[src/design/lbrs_pkg.sv]
`timescale 1ns / 1ps

package lbrs_pkg;

  // Phase and action codes share one encoding
  localparam logic [2:0] PH_IDLE  = 3'd0;
  localparam logic [2:0] PH_PROBE = 3'd1;
  localparam logic [2:0] PH_MODE  = 3'd2;
  localparam logic [2:0] PH_JOIN  = 3'd3;
  localparam logic [2:0] PH_WAIT  = 3'd4;
  localparam logic [2:0] PH_CLOSE = 3'd5;
  localparam logic [2:0] PH_OPEN  = 3'd6;
  localparam logic [2:0] PH_LOGIN = 3'd7;

  // Input word kinds
  localparam logic KIND_STEP  = 1'b0;
  localparam logic KIND_CHECK = 1'b1;

  // Configuration register indexes
  localparam int unsigned CFG_IDX_W = 3;
  localparam int unsigned CFG_DATA_W = 16;
  localparam logic [CFG_IDX_W-1:0] REG_MIN_GAP     = 3'd0;
  localparam logic [CFG_IDX_W-1:0] REG_PROBE_LIMIT = 3'd1;
  localparam logic [CFG_IDX_W-1:0] REG_MODE_LIMIT  = 3'd2;
  localparam logic [CFG_IDX_W-1:0] REG_JOIN_LIMIT  = 3'd3;
  localparam logic [CFG_IDX_W-1:0] REG_OPEN_LIMIT  = 3'd4;
  localparam logic [CFG_IDX_W-1:0] REG_LOGIN_LIMIT = 3'd5;

  // Configuration reset values
  localparam logic [15:0] MIN_GAP_RST     = 16'd100;
  localparam logic [3:0]  PROBE_LIMIT_RST = 4'd5;
  localparam logic [3:0]  MODE_LIMIT_RST  = 4'd10;
  localparam logic [3:0]  JOIN_LIMIT_RST  = 4'd10;
  localparam logic [3:0]  OPEN_LIMIT_RST  = 4'd5;
  localparam logic [3:0]  LOGIN_LIMIT_RST = 4'd3;

  typedef struct packed {
    logic        kind;
    logic [31:0] now_ms;
    logic        outcome_ok;
    logic        link_ok;
    logic        sent_before;
  } lbrs_in_t;

  typedef struct packed {
    logic [2:0]  action;
    logic        modem_reset;
    logic [2:0]  phase;
    logic        wifi_up;
    logic        cloud_up;
    logic        busy_res;
    logic [3:0]  retries;
    logic [31:0] reconnects;
    logic [31:0] errors;
  } lbrs_out_t;

  typedef struct packed {
    logic [15:0] min_gap_ms;
    logic [3:0]  probe_retry_limit;
    logic [3:0]  mode_retry_limit;
    logic [3:0]  join_retry_limit;
    logic [3:0]  open_retry_limit;
    logic [3:0]  login_retry_limit;
  } lbrs_cfg_t;

  typedef struct packed {
    logic [2:0]  phase;
    logic [3:0]  retry;
    logic [31:0] last_ms;
    logic        busy;
    logic        wifi;
    logic        cloud;
    logic [31:0] reconnects;
    logic [31:0] errors;
  } lbrs_state_t;

endpackage

[src/design/lbrs_cfg.sv]
`timescale 1ns / 1ps

module lbrs_cfg
  import lbrs_pkg::*;
(
  input  logic                  clk,
  input  logic                  rst_n,
  input  logic                  cfg_we,
  input  logic [CFG_IDX_W-1:0]  cfg_index,
  input  logic [CFG_DATA_W-1:0] cfg_wdata,
  output lbrs_cfg_t             cfg
);

  lbrs_cfg_t cfg_r;
  lbrs_cfg_t cfg_nxt;

  // Decode the register write
  always_comb begin
    cfg_nxt = cfg_r;
    if (cfg_we) begin
      unique case (cfg_index)
        REG_MIN_GAP:     cfg_nxt.min_gap_ms        = cfg_wdata;
        REG_PROBE_LIMIT: cfg_nxt.probe_retry_limit = cfg_wdata[3:0];
        REG_MODE_LIMIT:  cfg_nxt.mode_retry_limit  = cfg_wdata[3:0];
        REG_JOIN_LIMIT:  cfg_nxt.join_retry_limit  = cfg_wdata[3:0];
        REG_OPEN_LIMIT:  cfg_nxt.open_retry_limit  = cfg_wdata[3:0];
        REG_LOGIN_LIMIT: cfg_nxt.login_retry_limit = cfg_wdata[3:0];
        default:         cfg_nxt = cfg_r;
      endcase
    end
  end

  always_ff @(posedge clk) begin
    if (!rst_n) begin
      cfg_r.min_gap_ms        <= MIN_GAP_RST;
      cfg_r.probe_retry_limit <= PROBE_LIMIT_RST;
      cfg_r.mode_retry_limit  <= MODE_LIMIT_RST;
      cfg_r.join_retry_limit  <= JOIN_LIMIT_RST;
      cfg_r.open_retry_limit  <= OPEN_LIMIT_RST;
      cfg_r.login_retry_limit <= LOGIN_LIMIT_RST;
    end else begin
      cfg_r <= cfg_nxt;
    end
  end

  assign cfg = cfg_r;

endmodule

[src/design/lbrs_step.sv]
`timescale 1ns / 1ps

module lbrs_step
  import lbrs_pkg::*;
(
  input  lbrs_cfg_t   cfg,
  input  lbrs_state_t st,
  input  lbrs_in_t    item,
  output lbrs_state_t st_nxt,
  output lbrs_out_t   res
);

  logic [31:0] gap;
  logic        step_go;
  logic [3:0]  lim;
  logic [4:0]  fail_cnt;
  logic        past_lim;
  logic [2:0]  action;
  logic        mreset;

  // Pick the retry limit of the current phase
  always_comb begin
    unique case (st.phase)
      PH_PROBE: lim = cfg.probe_retry_limit;
      PH_MODE:  lim = cfg.mode_retry_limit;
      PH_JOIN:  lim = cfg.join_retry_limit;
      PH_OPEN:  lim = cfg.open_retry_limit;
      PH_LOGIN: lim = cfg.login_retry_limit;
      default:  lim = 4'd0;
    endcase
  end

  // Count one failure in five bits so the count never wraps
  assign fail_cnt = {1'b0, st.retry} + 5'd1;
  assign past_lim = fail_cnt > {1'b0, lim};

  // Gate steps on busy and the minimum gap since the last action
  assign gap     = item.now_ms - st.last_ms;
  assign step_go = st.busy && (gap >= 32'(cfg.min_gap_ms));

  always_comb begin
    st_nxt = st;
    action = PH_IDLE;
    mreset = 1'b0;
    if (item.kind == KIND_STEP) begin
      if (step_go) begin
        if (st.phase != PH_IDLE) begin
          action         = st.phase;
          st_nxt.last_ms = item.now_ms;
        end
        unique case (st.phase) inside
          PH_IDLE: begin
            st_nxt.busy = 1'b0;
          end
          PH_PROBE, PH_MODE, PH_JOIN: begin
            if (item.outcome_ok) begin
              if (st.phase == PH_JOIN) st_nxt.wifi = 1'b1;
              st_nxt.phase = 3'(st.phase + 3'd1);
              st_nxt.retry = 4'd0;
            end else if (past_lim) begin
              st_nxt.retry = 4'd0;
              st_nxt.phase = PH_PROBE;
              mreset       = 1'b1;
            end else begin
              st_nxt.retry = fail_cnt[3:0];
            end
          end
          PH_WAIT: begin
            st_nxt.phase = PH_CLOSE;
          end
          PH_CLOSE: begin
            st_nxt.phase = PH_OPEN;
          end
          PH_OPEN: begin
            if (item.outcome_ok) begin
              st_nxt.phase = PH_LOGIN;
              st_nxt.retry = 4'd0;
            end else if (past_lim) begin
              st_nxt.retry = 4'd0;
              st_nxt.phase = PH_JOIN;
            end else begin
              st_nxt.retry = fail_cnt[3:0];
            end
          end
          default: begin
            // login
            if (item.outcome_ok) begin
              st_nxt.cloud = 1'b1;
              st_nxt.busy  = 1'b0;
              st_nxt.phase = PH_IDLE;
              if ((st.reconnects != 32'd0) || item.sent_before) begin
                st_nxt.reconnects = st.reconnects + 32'd1;
              end
            end else if (past_lim) begin
              st_nxt.retry = 4'd0;
              st_nxt.phase = PH_CLOSE;
            end else begin
              st_nxt.retry = fail_cnt[3:0];
            end
          end
        endcase
      end
    end else begin
      // Link check: drop the link on loss, then restart where needed
      if (st.wifi && !st.busy && !item.link_ok) begin
        st_nxt.wifi   = 1'b0;
        st_nxt.cloud  = 1'b0;
        st_nxt.phase  = PH_PROBE;
        st_nxt.busy   = 1'b1;
        st_nxt.retry  = 4'd0;
        st_nxt.errors = st.errors + 32'd1;
      end
      if (!st_nxt.wifi && !st_nxt.busy) begin
        st_nxt.phase = PH_PROBE;
        st_nxt.busy  = 1'b1;
        st_nxt.retry = 4'd0;
      end
      if (st_nxt.wifi && !st_nxt.cloud && !st_nxt.busy) begin
        st_nxt.phase = PH_CLOSE;
        st_nxt.busy  = 1'b1;
        st_nxt.retry = 4'd0;
      end
    end
  end

  // Build the result word from the updated state
  always_comb begin
    res.action      = action;
    res.modem_reset = mreset;
    res.phase       = st_nxt.phase;
    res.wifi_up     = st_nxt.wifi;
    res.cloud_up    = st_nxt.cloud;
    res.busy_res    = st_nxt.busy;
    res.retries     = st_nxt.retry;
    res.reconnects  = st_nxt.reconnects;
    res.errors      = st_nxt.errors;
  end

endmodule

[src/design/link_bringup_retry_sequencer.sv]
`timescale 1ns / 1ps

// Channel   Direction  Handshake            Word
// in_       input      in_valid / in_stall   lbrs_in_t  (step or link check)
// out_      output     out_valid / out_stall lbrs_out_t (one result per word)
// cfg_      input      cfg_we               index + 16-bit data, no read-back
//
// Each input word is registered, evaluated combinationally against the sequencer
// state and lands in the result register: one word per cycle sustained while the
// result is not stalled. The single state update per cycle sets this rate.
// Reset (rst_n low, synchronous) starts bring-up at probe with all counters zero.
// A stalled result holds; the input register keeps accepting as long as the
// result register is empty or being drained.

module link_bringup_retry_sequencer
  import lbrs_pkg::*;
(
  input  logic                  clk,
  input  logic                  rst_n,
  input  logic                  in_valid,
  output logic                  in_stall,
  input  lbrs_in_t              in_data,
  output logic                  out_valid,
  input  logic                  out_stall,
  output lbrs_out_t             out_data,
  input  logic                  cfg_we,
  input  logic [CFG_IDX_W-1:0]  cfg_index,
  input  logic [CFG_DATA_W-1:0] cfg_wdata
);

  lbrs_cfg_t   cfg;
  lbrs_state_t state_r;
  lbrs_state_t state_nxt;
  lbrs_in_t    in_data_r;
  logic        in_valid_r;
  lbrs_out_t   out_data_r;
  logic        out_valid_r;
  lbrs_out_t   res;
  logic        advance;

  lbrs_cfg u_cfg (
    .clk       (clk),
    .rst_n     (rst_n),
    .cfg_we    (cfg_we),
    .cfg_index (cfg_index),
    .cfg_wdata (cfg_wdata),
    .cfg       (cfg)
  );

  lbrs_step u_step (
    .cfg    (cfg),
    .st     (state_r),
    .item   (in_data_r),
    .st_nxt (state_nxt),
    .res    (res)
  );

  // Advance the held word when the result register can take it
  assign advance  = in_valid_r && (!out_valid_r || !out_stall);
  assign in_stall = in_valid_r && !advance;

  // Input register
  always_ff @(posedge clk) begin
    if (!rst_n) begin
      in_valid_r <= 1'b0;
    end else if (!in_stall) begin
      in_valid_r <= in_valid;
    end
  end

  always_ff @(posedge clk) begin
    if (in_valid && !in_stall) begin
      in_data_r <= in_data;
    end
  end

  // Sequencer state
  always_ff @(posedge clk) begin
    if (!rst_n) begin
      state_r.phase      <= PH_PROBE;
      state_r.retry      <= 4'd0;
      state_r.last_ms    <= 32'd0;
      state_r.busy       <= 1'b1;
      state_r.wifi       <= 1'b0;
      state_r.cloud      <= 1'b0;
      state_r.reconnects <= 32'd0;
      state_r.errors     <= 32'd0;
    end else if (advance) begin
      state_r <= state_nxt;
    end
  end

  // Result register
  always_ff @(posedge clk) begin
    if (!rst_n) begin
      out_valid_r <= 1'b0;
    end else if (advance) begin
      out_valid_r <= 1'b1;
    end else if (!out_stall) begin
      out_valid_r <= 1'b0;
    end
  end

  always_ff @(posedge clk) begin
    if (advance) begin
      out_data_r <= res;
    end
  end

  assign out_valid = out_valid_r;
  assign out_data  = out_data_r;

`ifndef SYNTHESIS
  // Idle only once fully logged in
  assert property (@(posedge clk) disable iff (!rst_n)
    !state_r.busy |-> (state_r.phase == PH_IDLE) && state_r.wifi && state_r.cloud)
    else $error("sequencer idle without a complete link");

  // An issued action is always the phase held before the word
  assert property (@(posedge clk) disable iff (!rst_n)
    advance && (res.action != PH_IDLE) |-> res.action == state_r.phase)
    else $error("action does not match current phase");

  // A modem reset restarts at probe with a cleared count
  assert property (@(posedge clk) disable iff (!rst_n)
    out_valid_r && out_data_r.modem_reset |->
      (out_data_r.phase == PH_PROBE) && (out_data_r.retries == 4'd0))
    else $error("modem reset without restart at probe");

  // Error count moves by at most one per word
  assert property (@(posedge clk) disable iff (!rst_n)
    advance |=> (state_r.errors == $past(state_r.errors)) ||
                (state_r.errors == $past(state_r.errors) + 32'd1))
    else $error("error count jumped");
`endif

endmodule

[config.mk]
export PLATFORM = sky130hd
export DESIGN_NAME = link_bringup_retry_sequencer
export DESIGN_NICKNAME = d
export VERILOG_FILES = /design/src/design/lbrs_pkg.sv /design/src/design/lbrs_cfg.sv /design/src/design/lbrs_step.sv /design/src/design/link_bringup_retry_sequencer.sv
export SDC_FILE = /design/constraint.sdc
export NUM_CORES = 1
export LEC_CHECK = 0
export ABC_CLOCK_PERIOD_IN_PS = 10000
export BUFFER_PORTS_ARGS = -buffer_cell sky130_fd_sc_hd__buf_2
export CAP_MARGIN = 20
export CORE_UTILIZATION = 45
export CTS_BUF_LIST = sky130_fd_sc_hd__clkbuf_16
export DETAILED_ROUTE_END_ITERATION = 10
export HOLD_SLACK_MARGIN = 0.1
export PLACE_DENSITY = 0.61
export SETUP_SLACK_MARGIN = 0.15
export SLEW_MARGIN = 20
export SYNTH_ARGS = -nofsm -noshare
export SYNTH_HDL_FRONTEND = slang
export SYNTH_HIERARCHICAL = 1
export SYNTH_SLANG_ARGS = --single-unit
[constraint.sdc]
create_clock -name clk -period 10 [get_ports clk]
set_input_delay 2 -clock clk [delete_from_list [all_inputs] [get_ports clk]]
set_output_delay 2 -clock clk [all_outputs]
set_load 0.01 [all_outputs]
; Yosys cells after proc, flatten, opt, wreduce, memory -nomap -nowiden
; Index checks and enable logic that the tools add are counted.
[op_classes]
n_lt_le_gt_ge = 2
bitwise_logic = 4
n_addsub = 5
n_eq_ne = 13
reduce_logical = 38
muxes = 37
[ops]
columns = op, n
row1 = 2-to-1 mux 32 bit, 5
row2 = 2-to-1 mux 74 bit, 1
row3 = 2-to-1 mux 33 bit, 2
row4 = adder 32 x 1 -> 32 bit (second input constant), 2
row5 = 2-to-1 mux 7 bit, 6
row6 = greater-or-equal comparator 32 x 16 -> 1 bit, 1
row7 = nonzero test 32 bit, 1
row8 = subtractor 32 bit, 1
row9 = 2-to-1 mux 3 bit, 7
row10 = one-hot mux 4 bit (5 select lines), 1
row11 = == test 3 bit (second input constant), 6
row12 = one-hot mux 3 bit (5 select lines), 1
row13 = == test 3 x 2 -> 1 bit (second input constant), 4
row14 = one-hot mux 4 bit (3 select lines), 1
row15 = AND reduction 2 bit, 6
row16 = zero test 1 bit, 10
row17 = 2-to-1 mux 1 bit, 10
row18 = logical AND 1 bit, 9
row19 = OR reduction 3 bit, 3
row20 = 2-to-1 mux 4 bit, 2
row21 = OR reduction 7 bit, 1
row22 = == test 3 x 1 -> 1 bit (second input constant), 2
row23 = zero test 3 bit, 2
row24 = OR reduction 6 bit, 1
row25 = 10 further kinds, 14
[totals]
output_inout_bits = 80
regBits = 258
inputBits = 60

; Depth between registers and ports, before layout
[depth]
depth_word = 13
depth_mapped = 25
mapped_depth_nobuf = 23

; By module
; The synthesis kept the hierarchy.
[by_module_without_submodules]
columns = module, area_per_inst_um2, instances, cells_per_inst, seq_area_each_um2
row1 = link_bringup_retry_sequencer, 7727.4, 1, 582, 5585.4
row2 = lbrs_step, 5791.8, 1, 832, 0.0
row3 = lbrs_cfg, 1467.7, 1, 145, 720.7

; Worst setup path before layout
; Ideal clock, no wire load.
[synth_path]
path_kind = register to register
start = reg in_data_r[7] (netlist name)
end = reg state_r[33] (netlist name)
setup_time_ns = 0.121
arrival_time_ns = 4.362
synth_period_minus_slack_ns = 4.484
required_ns = 9.879
path_stages_with_launch = 21
setup_slack_ns = 5.516
cell_sequence = edfxtp_1 > ha_1 > o211ai_1 > a21oi_2 > o21ai_2 > o41a_1 > xnor2_1 > ha_1 > or4_1 > a2111oi_0 > o2111ai_1 > nor3_1 > nand4_1 > and4b_1 > nand4_4 > nand3b_1 > buf_2 > mux2_2 > buf_4 > nand2_1 > mux2i_1
[synth_lines]
columns = element, line_no
row1 = from (decl), link_bringup_retry_sequencer.sv:34  ; lbrs_in_t in_data_r;
row2 = from (signal assigned), link_bringup_retry_sequencer.sv:73  ; in_data_r <= in_data;
row3 = to (signal assigned), link_bringup_retry_sequencer.sv:89  ; state_r <= state_nxt;
row4 = to (decl), link_bringup_retry_sequencer.sv:32  ; lbrs_state_t state_r;

; Worst setup path in the final report
[layout_path]
start = reg in_data_r[7] (netlist name)
end = reg state_r[98] (netlist name)
[layout_between]
elab_chain_len = 4
[layout_lines]
columns = element, line_no
row1 = subtractor 32 bit, lbrs_step.sv:38  ; assign gap = item.now_ms - st.last_ms;
row2 = greater-or-equal comparator 32 x 16 -> 1 bit, lbrs_step.sv:39  ; assign step_go = st.busy && (gap >= 32'(cfg.min_gap_ms));
row3 = logical AND 1 bit, lbrs_step.sv:39
row4 = AND reduction 4 bit (no line), n/a
; Every way passes these cells.
; A chain may end at the register's enable or synchronous reset.

==> results.py <==
metrics = {
    "clock_tree": {
        "post_cts_buffers": 0,
        "root_buffer": "clkbuf_16",
        "htree_levels": 1,
        "clock_path_buffers": 3,
        "cts-hold-fix-buffers": 0,
        "cts.clk_slew.worst_paths_ns": 0.06,
        "cts_resized": 0,
        "clk_latency_ns": 0.56,
        "clock-sinks": 258,
        "cts_tree": "yes",
        "cts_buffers": 29,
    },
    "setup_path": {
        "critPathLaunchType": "register",
        "crit_type": "reg -> reg",
        "reg2reg_depth": 19,
        "r2r-end": "state_r[98]",
        "critPathCapture": "state_r[98]",
        "cp_max_fo": 34,
        "worstPathArrival_ns": 5.81,
        "reg2reg_slack_ns": 4.59,
        "cp_data_required_time_ns": 10.40,
        "crit_start": "in_data_r[7]",
        "r2r-start": "in_data_r[7]",
        "end_kind": "register",
    },
    "power": {
        "swShare_pct": 26.2,
        "internal_power_mw": 1.83,
        "total_power_mw": 2.48,
        "combinationalPowerShare_pct": 13.5,
        "powerDensity_nw_per_um2": 153,
        "p_leak_nw": 6.22,
        "p_clk_share_pct": 39.9,
        "seq_power_share_pct": 46.6,
        "peakVddDrop_v": 0.000149,
        "p_switching_mw": 0.650,
    },
    "yosys": {
        "synthArstFlopShare_pct": 0,
        "syn_nets": 1683,
        "synthXorXnorAreaFrac_pct": 4.97,
        "synthFlopType": "dfxtp_1",
        "yosysTopAreaCell": "edfxtp_1",
        "synth_top_area_share_pct": 22.8,
        "syn_area_per_cell_um2": 9.61,
        "yosysUniqueCellTypes": 76,
        "yosys.area_share.adder_pct": 5.39,
        "yosys-top-cells-area": "edfxtp_1 23%, dfxtp_1 19%, mux2i_1 9.8%",
        "yosys_warnings": 6,
        "synth-compound-area-share_pct": 8.19,
        "synth_area_um2": 15000,
        "synth_mux_area_share_pct": 12.7,
        "synth_top_family_by_area": "simple AND/OR/NAND/NOR gates",
        "yosys.area_share.simple_pct": 18.1,
        "synth-seq-cells": 258,
        "synth-edff-count": 114,
        "netlist_instances": 1559,
        "ys_seq_area_share_pct": 42.1,
    },
    "place": {
        "place_hpwl_mm": 23.1,
        "place_area_um2": 15300,
        "portBuffers": 139,
        "gp_congestion": 0.869,
    },
    "sta": {
        "fin_crit_sh_pct": 54.1,
        "hold_viol": 0,
        "worst_pin_slew_ns": 0.984,
        "fmax_mhz": 185,
        "grt_setup_unrepaired": "no",
        "slew_headroom_pct": 34.4,
        "fin_hold_ws_ns": 0.458,
        "post-route-min-period_ns": 5.41,
        "drv_slew": 0,
        "clock_skew_ns": 0.0104,
        "tns_ns": 0,
        "setup_viol": 0,
    },
    "routing": {
        "drtAntennaViolNets": 0,
        "drt_iter0_markers": 760,
        "wire_per_inst_um": 15.7,
        "wirelength_mm": 32.2,
        "dr.pass1.iters": 5,
        "vias_per_cell": 5.23,
        "drc": 0,
        "vias": 10700,
    },
    "floorplanning": {
        "core_um2": 32600,
        "rows": 66,
        "ioPinCount": 140,
        "die_h_um": 184,
        "die_area_um2": 34000,
        "fp.dieW_um": 184,
        "initial_core_util_pct": 45.9,
    },
    "cells_and_area": {
        "drive_gt1_share_pct": 14.3,
        "area_growth_pct": 8.14,
        "layout_common_cells": "311 x nand2_1, 146 x mux2i_1, 144 x dfxtp_1",
        "final_util_pct": 49.7,
        "antenna_cells": 0,
        "final_common_cell": "nand2_1",
        "seqCellArea_um2": 6310,
        "multiInputGateArea_um2": 7440,
        "finalInstanceArea_um2": 16200,
        "fillers": 3101,
        "nets": 1712,
    },
    "global_route": {
        "met2_usage_pct": 31.4,
        "grt.overflow.total": 0,
        "grt_pass1_wl_mm": 51.9,
        "grt.total_usage_pct": 18.7,
        "top_usage_layer": "met2",
        "grt_pass1_vias": 10300,
        "grt_use_met1_pct": 24.8,
        "use_met3_pct": 2.79,
        "grt_max_degree": 107,
        "antenna_found_initial": 0,
    },
    "hold_path": {
        "min_path_type": "reg -> reg",
    },
    "status": {
        "outcome": "finished, final reports clean",
    },
    "job": {
        "maxCapViolations": 0,
    },
}
## logic make-up after synthesis
group | count (synthesis)
adder cells (fa/ha/maj) | 64
flip-flops | 258
AND/OR/NAND/NOR | 581
multiplexers | 179
XOR/XNOR | 85
AO/OA/AOI/OAI | 177
buffers and inverters | 215
## worst min path at each step
stage	slack, ns	depth (start not counted)	endpoint	start
3_5_place_dp	0.45	2	u_cfg/cfg[12]	u_cfg/cfg[12]
5_1_grt	0.48	2	u_cfg/cfg[5]	u_cfg/cfg[5]
6_report	0.46	2	u_cfg/cfg[33]	u_cfg/cfg[33]
4_1_cts	0.46	2	u_cfg/cfg[10]	u_cfg/cfg[10]
3_3_place_gp	0.45	2	u_cfg/cfg[17]	u_cfg/cfg[17]
2_1_floorplan	0.43	2	state_r[23]	state_r[23]
## cells in the mapped netlist (5+ instances only)
cell,instances
xnor2_1,47
nand2b_1,13
o211ai_1,5
nor2b_1,38
mux2_4,20
a31oi_1,5
nand2_1,311
buf_2,25
and3_1,20
a211oi_1,12
edfxtp_1,114
nor2_1,68
a21o_1,13
o21a_1,15
buf_4,84
nor3_1,18
or3_1,6
o21ai_0,28
mux2i_1,146
a21oi_1,45
o21bai_1,5
a222oi_1,5
mux2_2,6
nor4_1,15
clkbuf_1,30
xor2_1,38
inv_1,65
nand3_1,30
ha_1,63
nand4_1,33
dfxtp_1,144
mux2_1,7
## metal layers
layer | up-vias | wire [µm]
met5 | - | 0
met4 | 0 | 799
met3 | 57 | 1540
met2 | 243 | 14800
met1 | 5011 | 15100
li1 | 5428 | -
## final cells by class
cell class	count	share of cell area [%]
Multi-Input combinational cell	1086	45.9
Sequential cell	258	38.9
Clock buffer	31	4.79
Timing Repair Buffer	148	4.75
Tap cell	442	3.41
Inverter	65	1.51
Clock inverter	23	0.726
## registers in the layout, indices dropped and copies added, names as in the netlist
name	flops
u_cfg/cfg	36
in_data_r	36
in_valid_r	1
state_r	106
out_data	78
out_valid	1
## worst max-delay path, stage by stage, from the launching register on
cell	delay (ns)
edfxtp_1	0.39
ha_1	0.39
o211ai_1	0.13
a21oi_2	0.18
o21ai_2	0.14
o41a_1	0.49
xnor2_1	0.17
ha_1	0.19
or4_1	0.50
a2111oi_0	0.46
o2111ai_1	0.19
nor3_1	0.19
nand4_1	0.11
and4b_1	0.32
nand4_4	0.19
nand2_2	0.16
a21o_4	0.49
mux2_2	0.40
nand2_1	0.06
mux2i_1	0.08
## through the flow
step                setup WS (ns)  cells
global route                 4.33   2053
global placement             4.28   1999
floorplan                    5.52   1559
detailed placement           4.26   1999
finish                       4.59   2053
CTS                          4.25   2053
## power groups by stage
stage | logic, mW | registers, mW | clock network [mW]
final | 0.336 | 1.15 | 0.990
after global routing | 0.370 | 1.16 | 1.06
after CTS | 0.336 | 1.15 | 1.03
after detailed placement | 0.335 | 1.18 | 0
after global placement | 0.332 | 1.18 | 0
after floorplan | 0.248 | 1.18 | 0
No activity file was read; power rests on OpenSTA's default activity.
